File: src/hw/rtl/lsra_pkg.sv
// Shared types and constants for the linear scan register allocator.
// No dependencies; imported by the controller, the datapath and the top level.
`default_nettype none

package lsra_pkg;

	localparam int POS_W = 16;
	localparam logic [15:0] SLOT_STEP = 16'd4;

	// register pool size; reg_num in res_t is sized for it
	localparam int POOL_REGS = 8;
	localparam int IDX_W     = (POOL_REGS > 1) ? $clog2(POOL_REGS) : 1;
	localparam int CNT_W     = $clog2(POOL_REGS + 1);

	localparam logic [1:0] KIND_ASSIGN = 2'd0;
	localparam logic [1:0] KIND_SPILL  = 2'd1;
	localparam logic [1:0] KIND_EVICT  = 2'd2;

	typedef struct packed {
		logic [9:0]       interval_id;
		logic [POS_W-1:0] interval_start;
		logic [POS_W-1:0] interval_end;
		logic             restart;
	} req_t;

	typedef struct packed {
		logic [1:0]  kind;
		logic [9:0]  target_id;
		logic [2:0]  reg_num;
		logic [15:0] slot_offset;
		logic        last;
	} res_t;

	// controller -> datapath
	typedef struct packed {
		logic accept;
		logic expire;
		logic decide;
		logic insert;
		logic emit0;
		logic emit1;
	} lsra_cmd_t;

	// datapath -> controller
	typedef struct packed {
		logic expire_hit;
		logic decide_ins;
		logic two_res;
		logic out_free;
	} lsra_stat_t;

endpackage

`default_nettype wire

File: src/hw/rtl/lsra_ctrl.sv
// Sequencer for the allocator: expiry loop, decision, insertion, result emit.
// Depends on lsra_pkg for the command and status structs.
`default_nettype none

module lsra_ctrl import lsra_pkg::*; (
	input  wire logic       clk,
	input  wire logic       arst_n,
	input  wire logic       req_valid,
	output logic            req_stall,
	input  wire lsra_stat_t stat,
	output lsra_cmd_t       cmd
);

	typedef enum logic [2:0] {
		S_IDLE,
		S_EXPIRE,
		S_DECIDE,
		S_INSERT,
		S_EMIT0,
		S_EMIT1
	} state_t;

	state_t state_q;

	assign req_stall = (state_q != S_IDLE);

	always_comb begin
		cmd        = '0;
		cmd.accept = (state_q == S_IDLE) && req_valid;
		cmd.expire = (state_q == S_EXPIRE) && stat.expire_hit;
		cmd.decide = (state_q == S_DECIDE);
		cmd.insert = (state_q == S_INSERT);
		cmd.emit0  = (state_q == S_EMIT0) && stat.out_free;
		cmd.emit1  = (state_q == S_EMIT1) && stat.out_free;
	end

	always_ff @(posedge clk or negedge arst_n) begin
		if (!arst_n) begin
			state_q <= S_IDLE;
		end else begin
			unique case (state_q)
				S_IDLE: begin
					if (req_valid) state_q <= S_EXPIRE;
				end
				S_EXPIRE: begin
					if (!stat.expire_hit) state_q <= S_DECIDE;
				end
				S_DECIDE: begin
					state_q <= stat.decide_ins ? S_INSERT : S_EMIT0;
				end
				S_INSERT: begin
					state_q <= S_EMIT0;
				end
				S_EMIT0: begin
					if (stat.out_free) state_q <= stat.two_res ? S_EMIT1 : S_IDLE;
				end
				S_EMIT1: begin
					if (stat.out_free) state_q <= S_IDLE;
				end
				default: begin
					state_q <= S_IDLE;
				end
			endcase
		end
	end

endmodule

`default_nettype wire

File: src/hw/rtl/lsra_dp.sv
// Datapath: sorted active list, LIFO free stack, slot counter, result register.
// Depends on lsra_pkg; driven by lsra_ctrl commands.
`default_nettype none

module lsra_dp import lsra_pkg::*; (
	input  wire logic        clk,
	input  wire logic        arst_n,
	input  wire logic [3:0]  max_active,
	input  wire logic [15:0] stack_base,
	input  wire req_t        req_data,
	input  wire lsra_cmd_t   cmd,
	output lsra_stat_t       stat,
	output logic             res_valid,
	input  wire logic        res_stall,
	output res_t             res_data
);

	// active list, kept sorted by increasing end; entries below acnt_q are live
	logic [POS_W-1:0] end_q  [POOL_REGS];
	logic [9:0]       tag_q  [POOL_REGS];
	logic [IDX_W-1:0] areg_q [POOL_REGS];
	logic [CNT_W-1:0] acnt_q;

	logic [IDX_W-1:0] fstk_q [POOL_REGS];
	logic [CNT_W-1:0] fcnt_q;
	logic [15:0]      slot_q;

	req_t             cur_q;
	res_t             res0_q, res1_q;
	logic             two_q;
	logic [IDX_W-1:0] ins_reg_q;
	logic             res_valid_q;
	res_t             res_data_q;

	logic [7:0]       lim;
	logic             spill, evict, expire_hit;
	logic [IDX_W-1:0] last_idx, top_idx;
	logic             keep [POOL_REGS];

	assign last_idx   = IDX_W'(acnt_q - 1'b1);
	assign top_idx    = IDX_W'(fcnt_q - 1'b1);
	assign expire_hit = (acnt_q != '0) && (end_q[0] < cur_q.interval_start);

	always_comb begin
		priority if (max_active == 4'd0) begin
			lim = 8'd1;
		end else if (8'(max_active) > 8'(POOL_REGS)) begin
			lim = 8'(POOL_REGS);
		end else begin
			lim = 8'(max_active);
		end
	end

	assign spill = (8'(acnt_q) >= lim) || (fcnt_q == '0);
	assign evict = spill && (acnt_q != '0) && (end_q[last_idx] > cur_q.interval_end);

	always_comb begin
		for (int i = 0; i < POOL_REGS; i++) begin
			keep[i] = (CNT_W'(i) < acnt_q) && (end_q[i] <= cur_q.interval_end);
		end
	end

	always_comb begin
		stat.expire_hit = expire_hit;
		stat.decide_ins = !spill || evict;
		stat.two_res    = two_q;
		stat.out_free   = !res_valid_q || !res_stall;
	end

	assign res_valid = res_valid_q;
	assign res_data  = res_data_q;

	// control state
	always_ff @(posedge clk or negedge arst_n) begin
		if (!arst_n) begin
			acnt_q      <= '0;
			fcnt_q      <= CNT_W'(POOL_REGS);
			slot_q      <= '0;
			res_valid_q <= 1'b0;
			two_q       <= 1'b0;
			for (int i = 0; i < POOL_REGS; i++) fstk_q[i] <= IDX_W'(i);
		end else begin
			if (cmd.accept && req_data.restart) begin
				acnt_q <= '0;
				fcnt_q <= CNT_W'(POOL_REGS);
				slot_q <= stack_base;
				for (int i = 0; i < POOL_REGS; i++) fstk_q[i] <= IDX_W'(i);
			end
			if (cmd.expire) begin
				acnt_q <= acnt_q - 1'b1;
				if (fcnt_q < CNT_W'(POOL_REGS)) begin
					fstk_q[IDX_W'(fcnt_q)] <= areg_q[0];
					fcnt_q <= fcnt_q + 1'b1;
				end
			end
			if (cmd.decide) begin
				two_q <= evict;
				if (spill) begin
					slot_q <= slot_q + SLOT_STEP;
					// victim leaves the list; the new request is inserted next cycle
					if (evict) acnt_q <= acnt_q - 1'b1;
				end else begin
					fcnt_q <= fcnt_q - 1'b1;
				end
			end
			if (cmd.insert) acnt_q <= acnt_q + 1'b1;
			if (cmd.emit0 || cmd.emit1) begin
				res_valid_q <= 1'b1;
			end else if (!res_stall) begin
				res_valid_q <= 1'b0;
			end
		end
	end

	// payload
	always_ff @(posedge clk) begin
		if (cmd.accept) cur_q <= req_data;
		if (cmd.expire) begin
			for (int i = 0; i < POOL_REGS - 1; i++) begin
				end_q[i]  <= end_q[i+1];
				tag_q[i]  <= tag_q[i+1];
				areg_q[i] <= areg_q[i+1];
			end
		end
		if (cmd.decide) begin
			res0_q.target_id <= cur_q.interval_id;
			res0_q.last      <= !evict;
			res1_q.kind        <= KIND_EVICT;
			res1_q.target_id   <= tag_q[last_idx];
			res1_q.reg_num     <= 3'd0;
			res1_q.slot_offset <= slot_q;
			res1_q.last        <= 1'b1;
			if (spill && !evict) begin
				res0_q.kind        <= KIND_SPILL;
				res0_q.reg_num     <= 3'd0;
				res0_q.slot_offset <= slot_q;
			end else if (evict) begin
				res0_q.kind        <= KIND_ASSIGN;
				res0_q.reg_num     <= 3'(areg_q[last_idx]);
				res0_q.slot_offset <= '0;
				ins_reg_q          <= areg_q[last_idx];
			end else begin
				res0_q.kind        <= KIND_ASSIGN;
				res0_q.reg_num     <= 3'(fstk_q[top_idx]);
				res0_q.slot_offset <= '0;
				ins_reg_q          <= fstk_q[top_idx];
			end
		end
		if (cmd.insert) begin
			if (!keep[0]) begin
				end_q[0]  <= cur_q.interval_end;
				tag_q[0]  <= cur_q.interval_id;
				areg_q[0] <= ins_reg_q;
			end
			for (int i = 1; i < POOL_REGS; i++) begin
				if (!keep[i]) begin
					if (keep[i-1]) begin
						end_q[i]  <= cur_q.interval_end;
						tag_q[i]  <= cur_q.interval_id;
						areg_q[i] <= ins_reg_q;
					end else begin
						end_q[i]  <= end_q[i-1];
						tag_q[i]  <= tag_q[i-1];
						areg_q[i] <= areg_q[i-1];
					end
				end
			end
		end
		if (cmd.emit0) res_data_q <= res0_q;
		if (cmd.emit1) res_data_q <= res1_q;
	end

endmodule

`default_nettype wire

File: src/hw/rtl/linear_scan_register_allocator.sv
// Top level of the linear scan register allocator: APB registers, sequencer, datapath.
// Depends on lsra_pkg, lsra_ctrl and lsra_dp.
//
//  channel  | signals                          | payload
//  ---------+----------------------------------+--------------------------------
//  request  | req_valid, req_stall, req_data   | id, start, end, restart
//  result   | res_valid, res_stall, res_data   | kind, target, reg, slot, last
//  config   | psel, penable, pwrite, paddr ... | max_active @0, stack_base @4
//
// With the output free, a request runs the expiry loop (one free-stack push per cycle
// for each interval it expires), then the decision, then the insertion if it gets a
// register, free or taken from an evicted interval, and then the loading of its result;
// an eviction then loads a second result for the victim. The next request is taken
// in the cycle after the last result is loaded; a stalled output holds the emit states.
// Reset empties the active set, fills the free stack and clears the slot counter.
`default_nettype none

module linear_scan_register_allocator import lsra_pkg::*; (
	input  wire logic        clk,
	input  wire logic        arst_n,
	input  wire logic        psel,
	input  wire logic        penable,
	input  wire logic        pwrite,
	input  wire logic [2:0]  paddr,
	input  wire logic [31:0] pwdata,
	output logic [31:0]      prdata,
	output logic             pready,
	input  wire logic        req_valid,
	output logic             req_stall,
	input  wire req_t        req_data,
	output logic             res_valid,
	input  wire logic        res_stall,
	output res_t             res_data
);

	localparam logic REG_MAX_ACTIVE = 1'b0;
	localparam logic REG_STACK_BASE = 1'b1;

	logic [3:0]  max_active_q;
	logic [15:0] stack_base_q;
	lsra_cmd_t   cmd;
	lsra_stat_t  stat;

	assign pready = 1'b1;

	always_ff @(posedge clk or negedge arst_n) begin
		if (!arst_n) begin
			max_active_q <= 4'd4;
			stack_base_q <= 16'd0;
		end else if (psel && penable && pwrite && pready) begin
			unique case (paddr[2])
				REG_MAX_ACTIVE: max_active_q <= pwdata[3:0];
				REG_STACK_BASE: stack_base_q <= pwdata[15:0];
				default:        max_active_q <= max_active_q;
			endcase
		end
	end

	always_comb begin
		unique case (paddr[2])
			REG_MAX_ACTIVE: prdata = {28'd0, max_active_q};
			REG_STACK_BASE: prdata = {16'd0, stack_base_q};
			default:        prdata = '0;
		endcase
	end

	lsra_ctrl u_ctrl (
		.clk       (clk),
		.arst_n    (arst_n),
		.req_valid (req_valid),
		.req_stall (req_stall),
		.stat      (stat),
		.cmd       (cmd)
	);

	lsra_dp u_dp (
		.clk        (clk),
		.arst_n     (arst_n),
		.max_active (max_active_q),
		.stack_base (stack_base_q),
		.req_data   (req_data),
		.cmd        (cmd),
		.stat       (stat),
		.res_valid  (res_valid),
		.res_stall  (res_stall),
		.res_data   (res_data)
	);

endmodule

`default_nettype wire

File: config.mk
export PLATFORM = sky130hd
export DESIGN_NAME = linear_scan_register_allocator
export DESIGN_NICKNAME = d
export VERILOG_FILES = /design/src/hw/rtl/lsra_pkg.sv /design/src/hw/rtl/lsra_ctrl.sv /design/src/hw/rtl/lsra_dp.sv /design/src/hw/rtl/linear_scan_register_allocator.sv
export SDC_FILE = /design/constraint.sdc
export NUM_CORES = 1
export LEC_CHECK = 0
export ABC_AREA = 0
export ABC_CLOCK_PERIOD_IN_PS = 5600
export BUFFER_PORTS_ARGS = -buffer_cell sky130_fd_sc_hd__buf_4
export CORE_MARGIN = 2
export CORE_UTILIZATION = 50
export CTS_CLUSTER_DIAMETER = 80
export DETAILED_ROUTE_END_ITERATION = 12
export HOLD_SLACK_MARGIN = 0.06
export PLACE_DENSITY_LB_ADDON = 0.2
export RECOVER_POWER = 50
export SYNTH_ARGS = -nofsm -noshare
export SYNTH_HDL_FRONTEND = slang
export SYNTH_SLANG_ARGS = --single-unit
File: constraint.sdc
create_clock -name clk -period 5.6 [get_ports clk]
set_input_delay 0 -clock clk [delete_from_list [all_inputs] [get_ports clk]]
set_output_delay 0 -clock clk [all_outputs]
set_load 0.02 [all_outputs]
; After elaboration in Yosys (flattened, before gate mapping)
; Memories as Yosys holds them, arrays and structs flattened. A register that Yosys moved wholly into a read port is not among the register bits.
; Index checks and enable logic that the tools add are counted.
[totals]
n_memories = 3
romBits = 0
out_inout_bits = 67
wordCells = 300
inputBits = 85
reg_bits = 198
mem_bits_rw = 232
latchBits = 0
[memory_table]
columns = memory, depth, width, read_ports, rd_ports_with_merged_regs, write_ports, line_no
row1 = u_dp.end_q, 8, 16, 9, 0, 8, lsra_dp.sv:19  ; logic [POS_W-1:0] end_q [POOL_REGS];
row2 = u_dp.tag_q, 8, 10, 9, 1, 8, lsra_dp.sv:20  ; logic [9:0] tag_q [POOL_REGS];
row3 = u_dp.areg_q, 8, 3, 9, 0, 8, lsra_dp.sv:21  ; logic [IDX_W-1:0] areg_q [POOL_REGS];
[classes]
shifts = 0
mux = 143
n_mul = 0
n_lt_le_gt_ge = 24
reduce_logical = 38
div = 0
n_eq_ne = 10
addsub = 5
bitwise_logic = 46
[op_table]
columns = cell, n
row1 = $mux 16, 18
row2 = $mux 10, 14
row3 = $le 16x16->1, 8
row4 = $mux 24, 3
row5 = $mux 3, 24
row6 = $pmux 32 s2, 1
row7 = $mux 1, 63
row8 = $mux 4, 13
row9 = $or 1x1->1, 42
row10 = $mux 32, 1
row11 = $mux 30, 1
row12 = $bwmux 24, 1
row13 = $logic_and 1x1->1, 20
row14 = $mux 19, 1
row15 = $pmux 3 s6, 1
row16 = $add 16x3->16 const B, 1
row17 = $gt 16x16->1, 1
row18 = $lt 16x16->1, 1
row19 = $lt 3x4->1 const A, 4
row20 = $bmux 3 s3, 1
row21 = $demux 3 s3, 1
row22 = $add 4x1->4 const B, 2
row23 = $ge 4x4->1 const B, 2
row24 = $logic_not 4->1, 2
row25 = other kinds (22), 40

; Longest topological paths before layout
[logic_depth]
ltp_word = 11
mapped_depth = 17
ltp_nobuf = 12

; Modules after synthesis
; Synthesis repeated with hierarchy kept, for this count alone.
[hier_totals]
hier_cells = 2135
area_unflattened_um2 = 25911.1
[modules_own_cells]
columns = mod, area_each_um2, n_inst, cells_per_inst
row1 = lsra_dp, 24619.9, 1, 2027
row2 = linear_scan_register_allocator, 1076.0, 1, 80
row3 = lsra_ctrl, 215.2, 1, 28

; Worst setup path before layout
; Ideal clock, no wire load.
[synth_path]
kind = register to register
startpoint = reg u_dp.cur_q[12] in the netlist's numbering
endpoint = mem u_dp.areg_q[1][0] in the netlist's numbering, enable pin
arrival_ns = 4.181
setup_slack_ns = 0.964
path_buffers = 1
path_stages_with_launch = 10
required_time_ns = 5.144
synth_period_minus_slack_ns = 4.636
path_cell_list = edfxtp_1 inv_1 ha_1 nand4_1 nor4_1 a21bo_2 o2111ai_1 nand2_1 clkbuf_1 o21ai_0
[synth_lines]
columns = item, line_no
row1 = from (decl), lsra_dp.sv:28  ; req_t cur_q;
row2 = from (signal assigned), lsra_dp.sv:117  ; if (cmd.accept) cur_q <= req_data;
row3 = to (decl), lsra_dp.sv:21

; Final worst setup path
[layout_path]
startpoint = reg u_dp.acnt_q[2]
endpoint = reg u_ctrl.state_q[0]
[layout_between]
elab_chain_cells = 7
elab_cells_between_ends = 15
cone_classes = 1 x add/sub / 2 x order compare / 1 x eq/ne / 2 x mux / 8 x reduce/logical / 1 x memory
[layout_rtl]
columns = item, line_no
row1 = from (decl), lsra_dp.sv:22  ; logic [CNT_W-1:0] acnt_q;
row2 = from (signal assigned), lsra_dp.sv:90  ; acnt_q <= acnt_q - 1'b1;
row3 = from (signal assigned), lsra_dp.sv:101  ; if (evict) acnt_q <= acnt_q - 1'b1;
row4 = from (signal assigned), lsra_dp.sv:106  ; if (cmd.insert) acnt_q <= acnt_q + 1'b1;
row5 = $sub 4x1->4 / $ge 4x4->1 (equally long branches), -
row6 = $mem_v2 8x16 / $logic_or 1x1->1 (equally long branches), -
row7 = $gt 16x16->1 / $logic_and 1x1->1 (equally long branches), lsra_dp.sv:55  ; assign evict = spill && (acnt_q != '0) && (end_q[last_idx] > cur_q.interval_end);
row8 = $logic_and 1x1->1, lsra_dp.sv:55
row9 = $logic_or 1x1->1, lsra_dp.sv:65  ; stat.decide_ins = !spill || evict;
row10 = $mux 3, lsra_ctrl.sv:49  ; state_q <= stat.decide_ins ? S_INSERT : S_EMIT0;
row11 = $pmux 3 s6, lsra_ctrl.sv:41  ; unique case (state_q)
row12 = to (signal assigned), lsra_ctrl.sv:49
row13 = to (signal assigned), lsra_ctrl.sv:55  ; if (stat.out_free) state_q <= stat.two_res ? S_EMIT1 : S_IDLE;
row14 = to (decl), lsra_ctrl.sv:23  ; state_t state_q;
; Several ways; a longest one is shown, not always the timed one.
; A chain may end at the register's enable or synchronous reset.

==> run_results.csv <==
group,metric,value,unit
routing,drt-vias-per-instance,6.17,
synth,yosys-top-cells-count,"366 x edfxtp_1, 173 x mux2_2, 169 x ha_1, 161 x a21oi_1, 157 x nor2_1",
floorplan,start_util,50.3,%
clock_tree,insertion_delay,0.62,ns
timing,finalSetupViolations,0,
routing,drc_errors,0,
power,p_total,19.5,mW
routing,routed_wl,71.1,mm
routing,drt_iter0_markers,1640,
timing,maxSlewHeadroom,-173,%
synth,ys_async_sr_fraction,16.6,%
placement,io_buffers,116,
grt,antenna_found_initial,0,
critical_path,required,6.10,ns
clock_tree,cts_tree,"built",
routing,via_count,18400,
routing,drtPass1Iterations,5,
timing,period_minus_slack,5.07,ns
power,p_per_area,659,nW/um^2
placement,placed_cells,2814,
synth,yosysMostFrequentCell,"edfxtp_1",
power,p_leak,11.8,nW
hold_path,hold_path_class,"in2reg",
finish,drive_gt1_share,20.7,%
grt,overflow,0,
clock_tree,numCtsBuffers,51,
timing,max_freq,197,MHz
synth,ys_types,77,
timing,totalNegativeSetupSlack,0,ns
critical_path,end_kind,"register",
status,outcome,"finished with violations",
synth,syn_inst,2090,
clock_tree,cts.sinks,439,
finish,final_cell_count_no_fill,2975,
synth,ys_warn_count,0,
timing,fin_crit_sh,90.5,%
finish,num-fill-cells,4236,
synth,synth_area_leader_cell,"edfxtp_1",
timing,rsz0062_at_grt,"no",
grt,first_global_vias,18300,
clock_tree,ctsRootBufferMaster,"clkbuf_16",
grt,grt_max_degree,74,
floorplan,die-width,231,um
floorplan,coreArea,51100,um^2
synth,avgSynthCellArea,12.3,um^2
critical_path,worstPathArrival,5.57,ns
run,maxCapViolCount,8,
synth,synth_seq_cells,439,
finish,multi_input_area,12200,um^2
synth,synth_edf_count,366,
synth,netlist.area_leader.share,42.8,%
critical_path,critPathLaunchType,"register",
finish,syn_to_final_growth,15.1,%
floorplan,die_h,231,um
floorplan,pin_count,152,
finish,num_antenna_cells,0,
floorplan,fp.dieArea,53200,um^2
floorplan,rows,83,
critical_path,crit_fanout,55,
critical_path,worstSetupPathType,"reg2reg",
synth,seq_area_frac_synth,49.9,%
timing,finalHoldViolations,0,
placement,place_hpwl,47.8,mm
finish,final_nets,2506,
power,vdd_drop_max,0.389,mV
status,violations,"capacitance limit, slew limit",
synth,synth_area,25700,um^2
finish,regArea,12800,um^2
timing,tightest_slew,4.10,ns
clock_tree,h-tree-depth,2,
timing,finalMaxSlewViolations,320,
grt,grtUsageTotal,26.8,%
clock_tree,clock_path_buffers,3,
timing,holdWs,0.120,ns
placement,place_congestion,0.923,
clock_tree,cts.clk_slew.worst_paths,0.06,ns
synth,synthFlopType,"edfxtp_1",
grt,grt_pass1_wl,109,mm
timing,finClkSkew,0.0261,ns
clock_tree,post-cts-setup-buffer-count,0,
routing,final_antenna_net_count,0,
finish,final_util,57.9,%
synth,synth_area_leaders,"edfxtp_1 43%, ha_1 8.2%, mux2_2 7.6%",
routing,wl_per_cell,23.9,um
what timing repair did:
action                                 4_1_cts  5_1_grt
gates resized for setup                      0        0
endpoints found under the hold margin      167        0
hold buffers                                65        0
final timing paths:
check	from	to	slack (ns)	cells after the start
min reg2reg	u_dp.slot_q[0]$_DFFE_PN0P_	u_dp.res1_q[1]$_DFFE_PN_	0.48	0
min	req_data[19]	u_dp.cur_q[19]$_DFFE_PP_	0.12	2
min in group asynchronous	arst_n	u_dp.slot_q[1]$_DFFE_PN0P_	1.35	2
max reg2reg	u_dp.acnt_q[2]$_DFF_PN0_	u_ctrl.state_q[0]$_DFFE_PN0P_	0.53	7
max in group asynchronous	arst_n	u_dp.acnt_q[0]$_DFF_PN0_	1.31	2
max	u_dp.acnt_q[2]$_DFF_PN0_	u_ctrl.state_q[0]$_DFFE_PN0P_	0.53	7
sequential cells by signal (all words and copies together), names as in the netlist, 16 cells and up:
name	flops
u_dp.cur_q	42
u_dp.end_q	128
stack_base_q	16
u_dp.slot_q	16
u_dp.res1_q	26
u_dp.res0_q	31
u_dp.fstk_q	24
u_dp.tag_q	80
u_dp.areg_q	24
u_dp.res_data	32
layer usage:
metal	track usage (%)	part of all wire, %	vias up
met2	44.7	48	762
met3	3.74	6.5	142
met4	9.31	3.2	0
met5	0	0	-
met1	35.9	42	9166
li1	-	-	8294
worst max-delay path, stage by stage (launching register included):
cell and delay, ns:
dfrtp_1 0.60, or2_1 0.48, nor2_1 0.60, nor4_1 0.27, nand2_2 0.15, clkbuf_1 1.85, o21ai_0 0.55, mux2_2 0.45
power breakdown:
group	total (mW)	internal, mW	leakage [nW]	switching [mW]
clock network	3.46	2.06	0.866	1.41
logic	9.28	4.02	6.67	5.26
registers	6.76	5.51	4.25	1.25
per-stage QoR:
step                cell area, um^2  setup slack (ns)
floorplan                     25800             0.964
global placement              27400              1.06
detailed placement            27400             0.975
CTS                           29800             0.933
global route                  29600             0.413
finish                        29600             0.529
logic make-up after synthesis:
| family | count (synthesis) | share of synthesized area [%] |
|---|---|---|
| flops | 439 | 49.9 |
| fa+ha+maj | 169 | 8.23 |
| buf+inv | 194 | 3.46 |
| xor+xnor | 5 | 0.170 |
| other cells | 2 | 0.0292 |
| compound gates | 365 | 8.68 |
| mux | 407 | 19.9 |
| simple gates | 509 | 9.61 |
area by class of cell:
class	count	area share, %
Clock inverter	25	0.956
Sequential cell	439	43.4
Clock buffer	71	5.02
Inverter	58	0.736
Multi-Input combinational cell	1472	41.1
Timing Repair Buffer	230	5.89
Tap cell	680	2.88
cells in the final DEF, fill, tap and decap left out, drive strengths merged, types with 11 or more instances in the layout:
cell type    netlist  final
nand4             30     30
a211oi            11     11
o21ai             83     83
mux4              64     64
nor2b             11     11
and3              52     52
edfxtp           366    366
a21oi            161    161
nand2            144    144
inv               58     62
a221oi            16     16
and2              35     35
a311oi            14     14
dfstp             14     14
clkinv             0     15
dfrtp             59     59
ha               169    169
nor2             158    158
clkbuf            73    167
a21o              19     19
mux2i            154    154
dlygate4sd3        0     65
nand3             24     24
buf               63     69
conb               2     17
mux2             189    189
(Power assumes the default switching activity.)
